<file path="config.mk">
export PLATFORM = sky130hd
export DESIGN_NAME = pump_current_hold_detector
export DESIGN_NICKNAME = d
export VERILOG_FILES = /design/src/sv/pchd_pkg.sv /design/src/sv/pchd_filter.sv /design/src/sv/pchd_judge.sv /design/src/sv/pump_current_hold_detector.sv
export SDC_FILE = /design/constraint.sdc
export NUM_CORES = 2
export LEC_CHECK = 0
export ABC_AREA = 1
export BUFFER_PORTS_ARGS = -buffer_cell sky130_fd_sc_hd__buf_4
export CAP_MARGIN = 15
export CORE_MARGIN = 5
export CORE_UTILIZATION = 45
export DETAILED_ROUTE_END_ITERATION = 6
export PLACE_DENSITY_LB_ADDON = 0.25
export SETUP_SLACK_MARGIN = 0.1
export SYNTH_ARGS = -nofsm -noshare
export SYNTH_HDL_FRONTEND = slang
export SYNTH_HIERARCHICAL = 1
export SYNTH_SLANG_ARGS = --single-unit
</file>
<file path="constraint.sdc">
create_clock -name clk_i -period 7 [get_ports clk_i]
set_input_delay 0.35 -clock clk_i [delete_from_list [all_inputs] [get_ports clk_i]]
set_output_delay 0.35 -clock clk_i [all_outputs]
set_load 0.05 [all_outputs]
</file>
<file path="src/sv/pchd_pkg.sv">
// pchd_pkg: shared widths, constants, register codes and types of the pump current
// hold detector. No dependencies.
`default_nettype none

package pchd_pkg;

  localparam int SAMPLE_BITS  = 12;
  localparam int NUM_CHANNELS = 3;
  localparam int NPUMP        = 3;
  localparam int STAMP_W      = 32;

  // filter sum: sample + 4*previous
  localparam int SUM_W        = SAMPLE_BITS + 3;

  // floor(x/5) == (x*52429) >> 18, exact for x < 2^16
  localparam int DIV5_MUL_W   = 16;
  localparam logic [DIV5_MUL_W-1:0] DIV5_MUL = 16'd52429;
  localparam int DIV5_SHIFT   = 18;

  localparam logic [SAMPLE_BITS-1:0] HOLD_FLOOR     = 12'd1000;
  localparam logic [STAMP_W-1:0]     FREEZE_MS      = 32'd3000;
  localparam logic [STAMP_W-1:0]     OPEN_DELAY_MS  = 32'd500;
  localparam logic [STAMP_W-1:0]     RELEASE_GAP_MS = 32'd100;

  localparam logic [SAMPLE_BITS-1:0] WIN_LOW_RST    = 12'd2000;
  localparam logic [SAMPLE_BITS-1:0] WIN_HIGH_RST   = 12'd4095;

  // pump / channel numbering
  localparam int PUMP_RIGHT = 0;
  localparam int PUMP_LEFT  = 1;
  localparam int PUMP_ARM   = 2;

  // configuration register indexes
  localparam int CFG_IDX_W = 3;
  localparam logic [CFG_IDX_W-1:0] REG_ARM_LOW    = 3'd0;
  localparam logic [CFG_IDX_W-1:0] REG_ARM_HIGH   = 3'd1;
  localparam logic [CFG_IDX_W-1:0] REG_LEFT_LOW   = 3'd2;
  localparam logic [CFG_IDX_W-1:0] REG_LEFT_HIGH  = 3'd3;
  localparam logic [CFG_IDX_W-1:0] REG_RIGHT_LOW  = 3'd4;
  localparam logic [CFG_IDX_W-1:0] REG_RIGHT_HIGH = 3'd5;

  typedef struct packed {
    logic [SAMPLE_BITS-1:0] low;
    logic [SAMPLE_BITS-1:0] high;
  } window_t;

endpackage

`default_nettype wire

</file>
<file path="src/sv/pchd_filter.sv">
// pchd_filter: one low-pass filter lane, f = floor((sample + 4*prev)/5).
// Depends on pchd_pkg.
`default_nettype none

module pchd_filter import pchd_pkg::*; (
  input  logic                   clk_i,
  input  logic                   rst_ni,
  input  logic                   en_i,
  input  logic [SAMPLE_BITS-1:0] sample_i,
  output logic [SAMPLE_BITS-1:0] filt_o
);

  logic [SAMPLE_BITS-1:0]          prev_q, prev_d;
  logic [SUM_W-1:0]                sum;
  logic [SUM_W+DIV5_MUL_W-1:0]     prod;

  assign sum    = {3'b000, sample_i} + {1'b0, prev_q, 2'b00};
  // divide by 5 through the reciprocal
  assign prod   = {{DIV5_MUL_W{1'b0}}, sum} * {{SUM_W{1'b0}}, DIV5_MUL};
  assign prev_d = prod[DIV5_SHIFT +: SAMPLE_BITS];

  always_ff @(posedge clk_i or negedge rst_ni) begin
    if (!rst_ni) begin
      prev_q <= '0;
    end else if (en_i) begin
      prev_q <= prev_d;
    end
  end

  assign filt_o = prev_q;

endmodule

`default_nettype wire

</file>
<file path="src/sv/pchd_judge.sv">
// pchd_judge: hold decision lane of one pump, with its timestamps and hold flag.
// Depends on pchd_pkg.
`default_nettype none

module pchd_judge import pchd_pkg::*; (
  input  logic                   clk_i,
  input  logic                   rst_ni,
  input  logic                   en_i,
  input  logic [SAMPLE_BITS-1:0] cur_i,
  input  logic                   open_i,
  input  logic [STAMP_W-1:0]     now_i,
  input  window_t                win_i,
  output logic                   hold_o
);

  logic [SAMPLE_BITS-1:0] held_q, held_d;
  logic [STAMP_W-1:0]     last_q, last_d;
  logic [STAMP_W-1:0]     start_q, start_d;
  logic [STAMP_W-1:0]     rel_q, rel_d;
  logic                   hold_q, hold_d;
  logic                   frozen, in_win, released;

  always_comb begin
    last_d  = (cur_i != held_q) ? now_i : last_q;
    held_d  = held_q;
    start_d = start_q;
    rel_d   = rel_q;
    hold_d  = hold_q;
    // 32-bit sums wrap before the compare
    frozen   = now_i > (last_d + FREEZE_MS);
    in_win   = (cur_i > HOLD_FLOOR) && (cur_i < win_i.low);
    released = (cur_i > win_i.high) || (cur_i < HOLD_FLOOR);
    if (!frozen) begin
      held_d = cur_i;
      if (in_win) begin
        if (!open_i) begin
          start_d = now_i;
        end
        if (open_i && (now_i > (start_q + OPEN_DELAY_MS)) &&
            (now_i > (rel_q + RELEASE_GAP_MS))) begin
          hold_d = 1'b1;
        end
      end else if (released) begin
        rel_d  = now_i;
        hold_d = 1'b0;
      end
    end
  end

  always_ff @(posedge clk_i or negedge rst_ni) begin
    if (!rst_ni) begin
      held_q  <= '0;
      last_q  <= '0;
      start_q <= '0;
      rel_q   <= '0;
      hold_q  <= 1'b0;
    end else if (en_i) begin
      held_q  <= held_d;
      last_q  <= last_d;
      start_q <= start_d;
      rel_q   <= rel_d;
      hold_q  <= hold_d;
    end
  end

  assign hold_o = hold_q;

endmodule

`default_nettype wire

</file>
<file path="src/sv/pump_current_hold_detector.sv">
// pump_current_hold_detector: top level, filter lanes, decision lanes, output register
// and window registers. Depends on pchd_pkg, pchd_filter and pchd_judge.
`default_nettype none

// Accepts one transfer per clock and returns one result per transfer, in order.
// The first stage runs the filter lanes (one reciprocal multiply per channel, whose
// register is the filter's own state), the second runs the three decision lanes
// side by side and the merging output register packs the filtered currents and
// hold flags into one result. Sustained rate is one item per cycle; when the output
// stalls, one more item is taken into the filter stage and in_ready_o then drops
// until the output moves. Window registers take writes at any time (cfg_ready_o is
// always high); indexes beyond the last register are ignored. Stage A payload and
// output data registers have no reset; all else resets, with no clearing pass.
module pump_current_hold_detector import pchd_pkg::*; #(
  parameter int NumChannels = NUM_CHANNELS
) (
  input  logic                   clk_i,
  input  logic                   rst_ni,
  // input channel
  input  logic                   in_valid_i,
  output logic                   in_ready_o,
  input  logic [SAMPLE_BITS-1:0] sample_ch0_i,
  input  logic [SAMPLE_BITS-1:0] sample_ch1_i,
  input  logic [SAMPLE_BITS-1:0] sample_ch2_i,
  input  logic                   arm_open_i,
  input  logic                   left_open_i,
  input  logic                   right_open_i,
  input  logic [STAMP_W-1:0]     now_ms_i,
  // result channel
  output logic                   out_valid_o,
  input  logic                   out_ready_i,
  output logic [SAMPLE_BITS-1:0] filtered_ch0_o,
  output logic [SAMPLE_BITS-1:0] filtered_ch1_o,
  output logic [SAMPLE_BITS-1:0] filtered_ch2_o,
  output logic                   arm_holding_o,
  output logic                   left_holding_o,
  output logic                   right_holding_o,
  // configuration write channel
  input  logic                   cfg_valid_i,
  output logic                   cfg_ready_o,
  input  logic [CFG_IDX_W-1:0]   cfg_index_i,
  input  logic [SAMPLE_BITS-1:0] cfg_data_i
);

  // handshake and stage control
  logic en_a, en_b, in_xfer;
  logic a_valid_q;
  logic out_valid_q;

  // stage A payload besides the filter state
  logic [NPUMP-1:0]       a_open_q;
  logic [STAMP_W-1:0]     a_t_q;

  logic [SAMPLE_BITS-1:0] sample [NPUMP];
  logic [SAMPLE_BITS-1:0] filt   [NPUMP];
  logic [SAMPLE_BITS-1:0] out_filt_q [NPUMP];
  logic [NPUMP-1:0]       hold;

  window_t win_q [NPUMP];

  // output side frees when empty or taken; stage A frees when empty or moving on
  assign en_b       = !out_valid_q || out_ready_i;
  assign en_a       = !a_valid_q || en_b;
  assign in_ready_o = en_a;
  assign in_xfer    = in_valid_i && en_a;

  assign sample[PUMP_RIGHT] = sample_ch0_i;
  assign sample[PUMP_LEFT]  = sample_ch1_i;
  assign sample[PUMP_ARM]   = sample_ch2_i;

  // filter lanes; channels beyond NumChannels read as zero
  for (genvar i = 0; i < NPUMP; i++) begin : g_filt
    if (i < NumChannels) begin : g_lane
      pchd_filter u_filter (
        .clk_i    (clk_i),
        .rst_ni   (rst_ni),
        .en_i     (in_xfer),
        .sample_i (sample[i]),
        .filt_o   (filt[i])
      );
    end else begin : g_zero
      assign filt[i] = '0;
    end
  end

  always_ff @(posedge clk_i or negedge rst_ni) begin
    if (!rst_ni) begin
      a_valid_q   <= 1'b0;
      out_valid_q <= 1'b0;
    end else begin
      if (en_a) begin
        a_valid_q <= in_valid_i;
      end
      if (en_b) begin
        out_valid_q <= a_valid_q;
      end
    end
  end

  always_ff @(posedge clk_i) begin
    if (in_xfer) begin
      a_open_q <= {arm_open_i, left_open_i, right_open_i};
      a_t_q    <= now_ms_i;
    end
  end

  // decision lanes run when the stage A item moves into the output register
  for (genvar i = 0; i < NPUMP; i++) begin : g_judge
    pchd_judge u_judge (
      .clk_i  (clk_i),
      .rst_ni (rst_ni),
      .en_i   (a_valid_q && en_b),
      .cur_i  (filt[i]),
      .open_i (a_open_q[i]),
      .now_i  (a_t_q),
      .win_i  (win_q[i]),
      .hold_o (hold[i])
    );
  end

  // merging stage: filtered values join the hold flags, which are lane registers
  always_ff @(posedge clk_i) begin
    if (a_valid_q && en_b) begin
      for (int i = 0; i < NPUMP; i++) begin
        out_filt_q[i] <= filt[i];
      end
    end
  end

  assign out_valid_o     = out_valid_q;
  assign filtered_ch0_o  = out_filt_q[PUMP_RIGHT];
  assign filtered_ch1_o  = out_filt_q[PUMP_LEFT];
  assign filtered_ch2_o  = out_filt_q[PUMP_ARM];
  assign arm_holding_o   = hold[PUMP_ARM];
  assign left_holding_o  = hold[PUMP_LEFT];
  assign right_holding_o = hold[PUMP_RIGHT];

  // window registers
  assign cfg_ready_o = 1'b1;

  always_ff @(posedge clk_i or negedge rst_ni) begin
    if (!rst_ni) begin
      for (int i = 0; i < NPUMP; i++) begin
        win_q[i].low  <= WIN_LOW_RST;
        win_q[i].high <= WIN_HIGH_RST;
      end
    end else if (cfg_valid_i) begin
      unique case (cfg_index_i)
        REG_ARM_LOW:    win_q[PUMP_ARM].low    <= cfg_data_i;
        REG_ARM_HIGH:   win_q[PUMP_ARM].high   <= cfg_data_i;
        REG_LEFT_LOW:   win_q[PUMP_LEFT].low   <= cfg_data_i;
        REG_LEFT_HIGH:  win_q[PUMP_LEFT].high  <= cfg_data_i;
        REG_RIGHT_LOW:  win_q[PUMP_RIGHT].low  <= cfg_data_i;
        REG_RIGHT_HIGH: win_q[PUMP_RIGHT].high <= cfg_data_i;
        default: ;
      endcase
    end
  end

  // a stage A item is never dropped while the output is blocked
  assert property (@(posedge clk_i) disable iff (!rst_ni)
    a_valid_q && !en_b |=> a_valid_q)
    else $error("stage A item lost under output stall");

  // an accepted transfer always lands in stage A
  assert property (@(posedge clk_i) disable iff (!rst_ni)
    in_xfer |=> a_valid_q)
    else $error("accepted transfer missing from stage A");

  // an empty output register never blocks the input
  assert property (@(posedge clk_i) disable iff (!rst_ni)
    !out_valid_q |-> in_ready_o)
    else $error("input stalled with empty output");

  // arm hold only sets while the arm pump was open
  assert property (@(posedge clk_i) disable iff (!rst_ni)
    $rose(arm_holding_o) |-> $past(a_open_q[PUMP_ARM]))
    else $error("arm hold set with pump closed");

endmodule

`default_nettype wire

</file>
Yosys cells after proc, flatten, opt, wreduce, memory -nomap -nowiden --
Memories as Yosys holds them, arrays and structs flattened. Cells that the tools add are included.
Storage, ports and cells: flip-flop bits (word level) 472, RAM bits 36, memories 1
Memory list:
- out_filt_q | depth 3, width 12, read ports 3, clocked after Yosys merged registers in 0, write ports 3, RTL line pump_current_hold_detector.sv:56 | logic [SAMPLE_BITS-1:0] out_filt_q [NPUMP];
Cells by class: add/subtract/negate cells 12, $mul 3, order comparisons 21, equality and inequality tests 11, muxes and demuxes 14, bitwise operators 9, reduce and logical (&&, ||, !) cells 40
Operator list (number):
- greater-than comparator 32 bit | 9
- adder 32 x 12 -> 32 bit, second input constant | 3
- adder 32 x 7 -> 32 bit, second input constant | 3
- adder 32 x 9 -> 32 bit, second input constant | 3
- two-way mux 32 bit | 3
- multiplier 15 x 16 -> 30 bit, second input constant | 3
- adder 12 x 14 -> 15 bit | 3
- greater-than comparator 12 x 10 -> 1 bit, second input constant | 3
- greater-than comparator 12 bit | 3
- less-than comparator 12 x 10 -> 1 bit, second input constant | 3
- less-than comparator 12 bit | 3
- inequality test 12 bit | 3
- AND reduction 4 bit | 9
- AND reduction 2 bit | 9
- logical AND 1 bit | 11
- two-way mux 1 bit | 11
- NOT 1 bit | 9
- equality test 3 x 2 -> 1 bit, second input constant | 2
- equality test 3 bit, second input constant | 2
- inequality test 2 bit, second input constant | 3
- nonzero test 2 bit | 3
- logical OR 1 bit | 5
- equality test 3 x 1 -> 1 bit, second input constant | 1
- zero test 3 bit | 1
- zero test 1 bit | 2

Longest topological paths before layout --
depth after elaboration 6, mapped depth 36, gate-level depth less buffers 36

Hierarchy --
The synthesis kept the hierarchy.
Modules (own cells, without submodules):
- pchd_judge (g_judge[0].u_judge ...) | times used 2, cells an instance 1437, area each 9857.0 um^2
- pchd_judge (g_judge[2].u_judge) | times used 1, cells an instance 1491, area each 10308.6 um^2
- pchd_filter (g_filt[2].g_lane.u_filter) | times used 1, cells an instance 725, area each 5356.4 um^2
- pchd_filter (g_filt[1].g_lane.u_filter) | times used 1, cells an instance 711, area each 5251.3 um^2
- pchd_filter (g_filt[0].g_lane.u_filter) | times used 1, cells an instance 706, area each 5210.0 um^2
- pump_current_hold_detector | times used 1, cells an instance 411, area each 5193.7 um^2

Least setup slack after synthesis --
Ideal clock, no wire load.
path kind flip-flop to flip-flop, start register g_filt[2].g_lane.u_filter.prev_q[0], end register g_filt[2].g_lane.u_filter.prev_q[5], setup time 118 ps, arrival time 5852 ps, required time 6882 ps, path slack 1030 ps, stages on the path, launching flop included 30, path buffers 0, cell sequence dfrtp_1 > ha_1 > inv_1 > fa_1 > inv_1 > nand3_1 > nand2_1 > nand2_1 > nand3_2 > xor2_1 > ha_1 > fa_1 > fa_1 > inv_1 > fa_1 > inv_1 > fa_1 > inv_1 > fa_1 > inv_1 > ha_1 > nand2_1 > nor2_2 > inv_1 > nor2_1 > nand4_1 > nand3_1 > nand2_1 > nand3_1 > nand2_1
On the way: cells in the longest elaborated chain, start to end 2
RTL lines:
- start: declaration | RTL line pchd_filter.sv:13 | logic [SAMPLE_BITS-1:0] prev_q, prev_d;
- start signal: assignment | RTL line pchd_filter.sv:26 | prev_q <= prev_d;
- adder 12 x 14 -> 15 bit | RTL line pchd_filter.sv:17 | assign sum = {3'b000, sample_i} + {1'b0, prev_q, 2'b00};
- multiplier 15 x 16 -> 30 bit | RTL line pchd_filter.sv:19 | assign prod = {{DIV5_MUL_W{1'b0}}, sum} * {{SUM_W{1'b0}}, DIV5_MUL};
Every way passes these cells. A chain may end at the register's enable or synchronous reset.

Worst setup path after layout --
start register g_filt[0].g_lane.u_filter.prev_q[2], end register g_filt[0].g_lane.u_filter.prev_q[3]
On the way: cells in the longest elaborated chain, start to end 2
RTL lines (RTL line):
- start: declaration | pchd_filter.sv:13
- start signal: assignment | pchd_filter.sv:26
- adder 12 x 14 -> 15 bit | pchd_filter.sv:17
- multiplier 15 x 16 -> 30 bit | pchd_filter.sv:19
Every way passes these cells.

==> flow_metrics.py <==
metrics = {
    "run_status": {
        "outcome": "finished, final reports clean",
    },
    "placed_design": {
        "dp_hpwl_mm": 122,
        "postPlaceCellArea_um2": 54000,
        "port_buffers": 131,
        "gp_congestion": 0.947,
        "dp.cells": 8522,
    },
    "clock_network": {
        "root_buffer": "clkbuf_16",
        "clk_path_buf_depth": 3,
        "htree_num_levels": 3,
        "clkTransAtPathRegs_ns": 0.06,
        "cts_tree": "built",
        "clk_latency_ns": 0.64,
        "cts_made_buffers": 66,
        "clock-sinks": 508,
    },
    "route": {
        "wl_per_cell_um": 17.9,
        "drt_iter0_markers": 3704,
        "drcViolationCount": 0,
        "wl_mm": 155,
        "viasPerCell": 5.23,
        "vias": 45400,
        "ant_nets": 0,
        "firstDrtPassIters": 5,
    },
    "setup_path": {
        "cpPeakStageDelay_ns": 0.55,
        "critical_path_class": "register to register",
        "cpMaxStageDelayCell": "fa_1",
        "cp_cell_sequence": "ha_1 -> nand3_1 -> nand2_1 -> a21oi_1 -> xnor2_1 -> ha_1 -> fa_1 -> inv_1 -> fa_1 -> fa_1 -> inv_1 -> fa_1 -> fa_1 -> ha_1 -> a21oi_1 -> nand2_1 -> nand2_1 -> nand2_1 -> a21oi_1 -> nand2_1 -> or2_2 -> nand3_1 -> nand2_1",
        "critPathCaptureType": "register",
        "cp_top_family": "adder cells",
        "cp_max_fo": 7,
        "cp.buffers_inverters": 2,
        "critical_path_arrival_ns": 6.99,
        "critPathRequiredTime_ns": 7.50,
        "cp-start-kind": "register",
        "cp_common_cell": "nand2_1",
    },
    "die": {
        "initial_core_util_pct": 45.4,
        "die_width_um": 347,
        "core.rowCount": 123,
        "fp.dieH_um": 347,
        "io_pins": 133,
        "dieArea_um2": 120000,
        "core_um2": 112000,
    },
    "yosys": {
        "yosys_warnings": 6,
        "syn_nets": 7903,
        "ys_async_sr_fraction_pct": 86.0,
        "yosys.cell_types.count": 63,
        "synth-edff-count": 71,
        "syn_area_um2": 51000,
        "ys_seq_elements": 508,
        "synth.avg_cell_area_um2": 7.38,
        "post_synth_inst_count": 6918,
        "synth_ff_type": "dfrtp_1",
        "ys_seq_area_share_pct": 25.7,
    },
    "grt": {
        "antenna_found_initial": 4,
        "grt_max_degree": 145,
        "grt_usage_pct": 25.4,
        "grt_pass1_vias": 44100,
        "grt-ovfl-total": 0,
        "grt_pass1_wl_mm": 245,
    },
    "run": {
        "drv_cap": 0,
    },
    "sta": {
        "min_period_ns": 6.49,
        "fin_setup_tns_ns": 0,
        "rsz0062_at_grt": "false",
        "skew_ns": 0.0313,
        "setup_viol": 0,
        "fmaxAchievable_ghz": 0.154,
        "tightest_slew_ns": 0.977,
        "min_period_over_period_pct": 92.7,
        "report.final.hold_viol_count": 0,
        "slew_headroom_pct": 34.8,
        "timing.hold.ws_ns": 0.0349,
        "slew_viol_final": 0,
    },
    "layout": {
        "final_common_cell": "nand2_1",
        "final_cells": 8683,
        "syn_to_final_growth_pct": 11.1,
        "nets": 8114,
        "fin_area_um2": 56700,
        "drive_above_1_share_pct": 8.99,
        "layout_common_cells": "2,081 x nand2_1, 1,004 x inv_1, 717 x ha_1",
    },
    "hold_path": {
        "hp-class": "input port to register",
    },
}
stage by stage:
step,setup WS (ns),utilization (%)
after global routing,0.119,50.4
after floorplan,1.03,-
final,0.512,50.4
after global placement,0.537,48.0
after CTS,0.475,50.4
after detailed placement,0.503,48.0
final timing paths:
path                                                     startpoint                             endpoint  slack [ns]  cells past startpoint
worst max-delay path            g_filt[0].g_lane.u_filter/filt_o[2]  g_filt[0].g_lane.u_filter/filt_o[3]        0.51                     23
worst min-delay path                                 cfg_data_i[10]                            win_q[58]        0.03                      3
worst min register to register                             win_q[6]                             win_q[6]        0.46                      2
min in group asynchronous                                    rst_ni         g_judge[1].u_judge/rel_q[23]        0.32                      2
max in group asynchronous                                    rst_ni        g_judge[2].u_judge/last_q[11]        5.40                      3
worst max register to register  g_filt[0].g_lane.u_filter/filt_o[2]  g_filt[0].g_lane.u_filter/filt_o[3]        0.51                     23
cell type report:
| cell class | count | area [um^2] |
|---|---|---|
| Timing Repair Buffer | 277 | 2220 |
| Clock buffer | 86 | 1840 |
| Fill cell | 11000 | 55800 |
| Sequential cell | 508 | 13100 |
| Inverter | 1052 | 3950 |
| Multi-Input combinational cell | 5224 | 33200 |
| Tap cell | 1500 | 1880 |
| Antenna cell | 1 | 2.50 |
| Clock inverter | 35 | 449 |
timing repair:
item                                   in CTS  in global routing
resized for setup                           0                  5
hold buffers                               38                  0
setup buffers                               0                  0
endpoints found under the hold margin      78                  0
setup endpoints to repair                   0                 12
per-layer routing:
metal	vias up	global-route usage (%)	wire length [um]
met5	-	0	0
li1	22700	-	-
met1	21400	35.6	71800
met2	1073	42.3	71800
met3	188	2.77	7780
met4	0	6.07	3710
Yosys cell counts (7+ instances only):
library cell  count  area share (%)
nand2_1        2082              15
inv_1          1005             7.4
ha_1            717              18
nor2_1          386             2.8
dfrtp_1         383              19
o21ai_0         369             3.6
nand3_1         367             3.6
a21oi_1         284             2.8
fa_1            177             6.9
xor2_1          174             3.0
nand4_1         173             2.1
edfxtp_1         71             4.2
xnor2_1          66             1.1
nand2_2          59            0.72
clkbuf_1         57            0.42
dfstp_2          54             2.8
nor2_2           52            0.64
nor3_1           50            0.49
buf_2            42            0.41
nand3b_1         37            0.54
inv_2            36            0.26
o21bai_1         28            0.41
nor4_1           21            0.26
buf_6            20            0.44
o21ai_2          20            0.34
nand3_2          19            0.37
nor2_4           16            0.35
o21ai_1          16            0.16
a211oi_1         13            0.19
clkinv_1         10           0.074
a31oi_1           9            0.11
o31ai_1           9            0.13
or2_2             8           0.098
buf_1             7           0.051
o211ai_1          7            0.10
o21a_1            7            0.10
kinds of logic after synthesis:
| logic type | after synthesis | synth area share [%] |
|---|---|---|
| AO/OA/AOI/OAI | 783 | 8.31 |
| XOR/XNOR | 244 | 4.25 |
| adder cells (fa/ha/maj) | 894 | 24.5 |
| buffers and inverters | 1186 | 9.21 |
| flip-flops | 508 | 25.7 |
| multiplexers | 3 | 0.0588 |
| other | 1 | 0.00735 |
| AND/OR/NAND/NOR | 3299 | 27.9 |
registers in the layout (all words and copies together) (netlist names):
register / cells
g_filt.g_lane.u_filter/filt_o: 36
g_judge.u_judge/start_q: 96
a_t_q: 32
g_judge.u_judge/hold_o: 3
out_valid_o: 1
g_judge.u_judge/last_q: 96
g_judge.u_judge/rel_q: 96
a_valid_q: 1
a_open_q: 3
win_q: 72
g_judge.u_judge/held_q: 36
out_filt_q: 36
worst reg2reg max path, delay by kind of cell (launching register included):
kind                       cells  cell delay (ns)
and+or+nand+nor                9             1.00
xor gates and xnor gates       1             0.51
adders and majority gates      8             3.71
DFF                            1             0.49
buffers and inverters          2             0.14
AOI/OAI and AO/OA              3             0.49
Power is not shown: default switching activity piles up to over one toggle a cycle in this logic, so the estimate is an artifact.
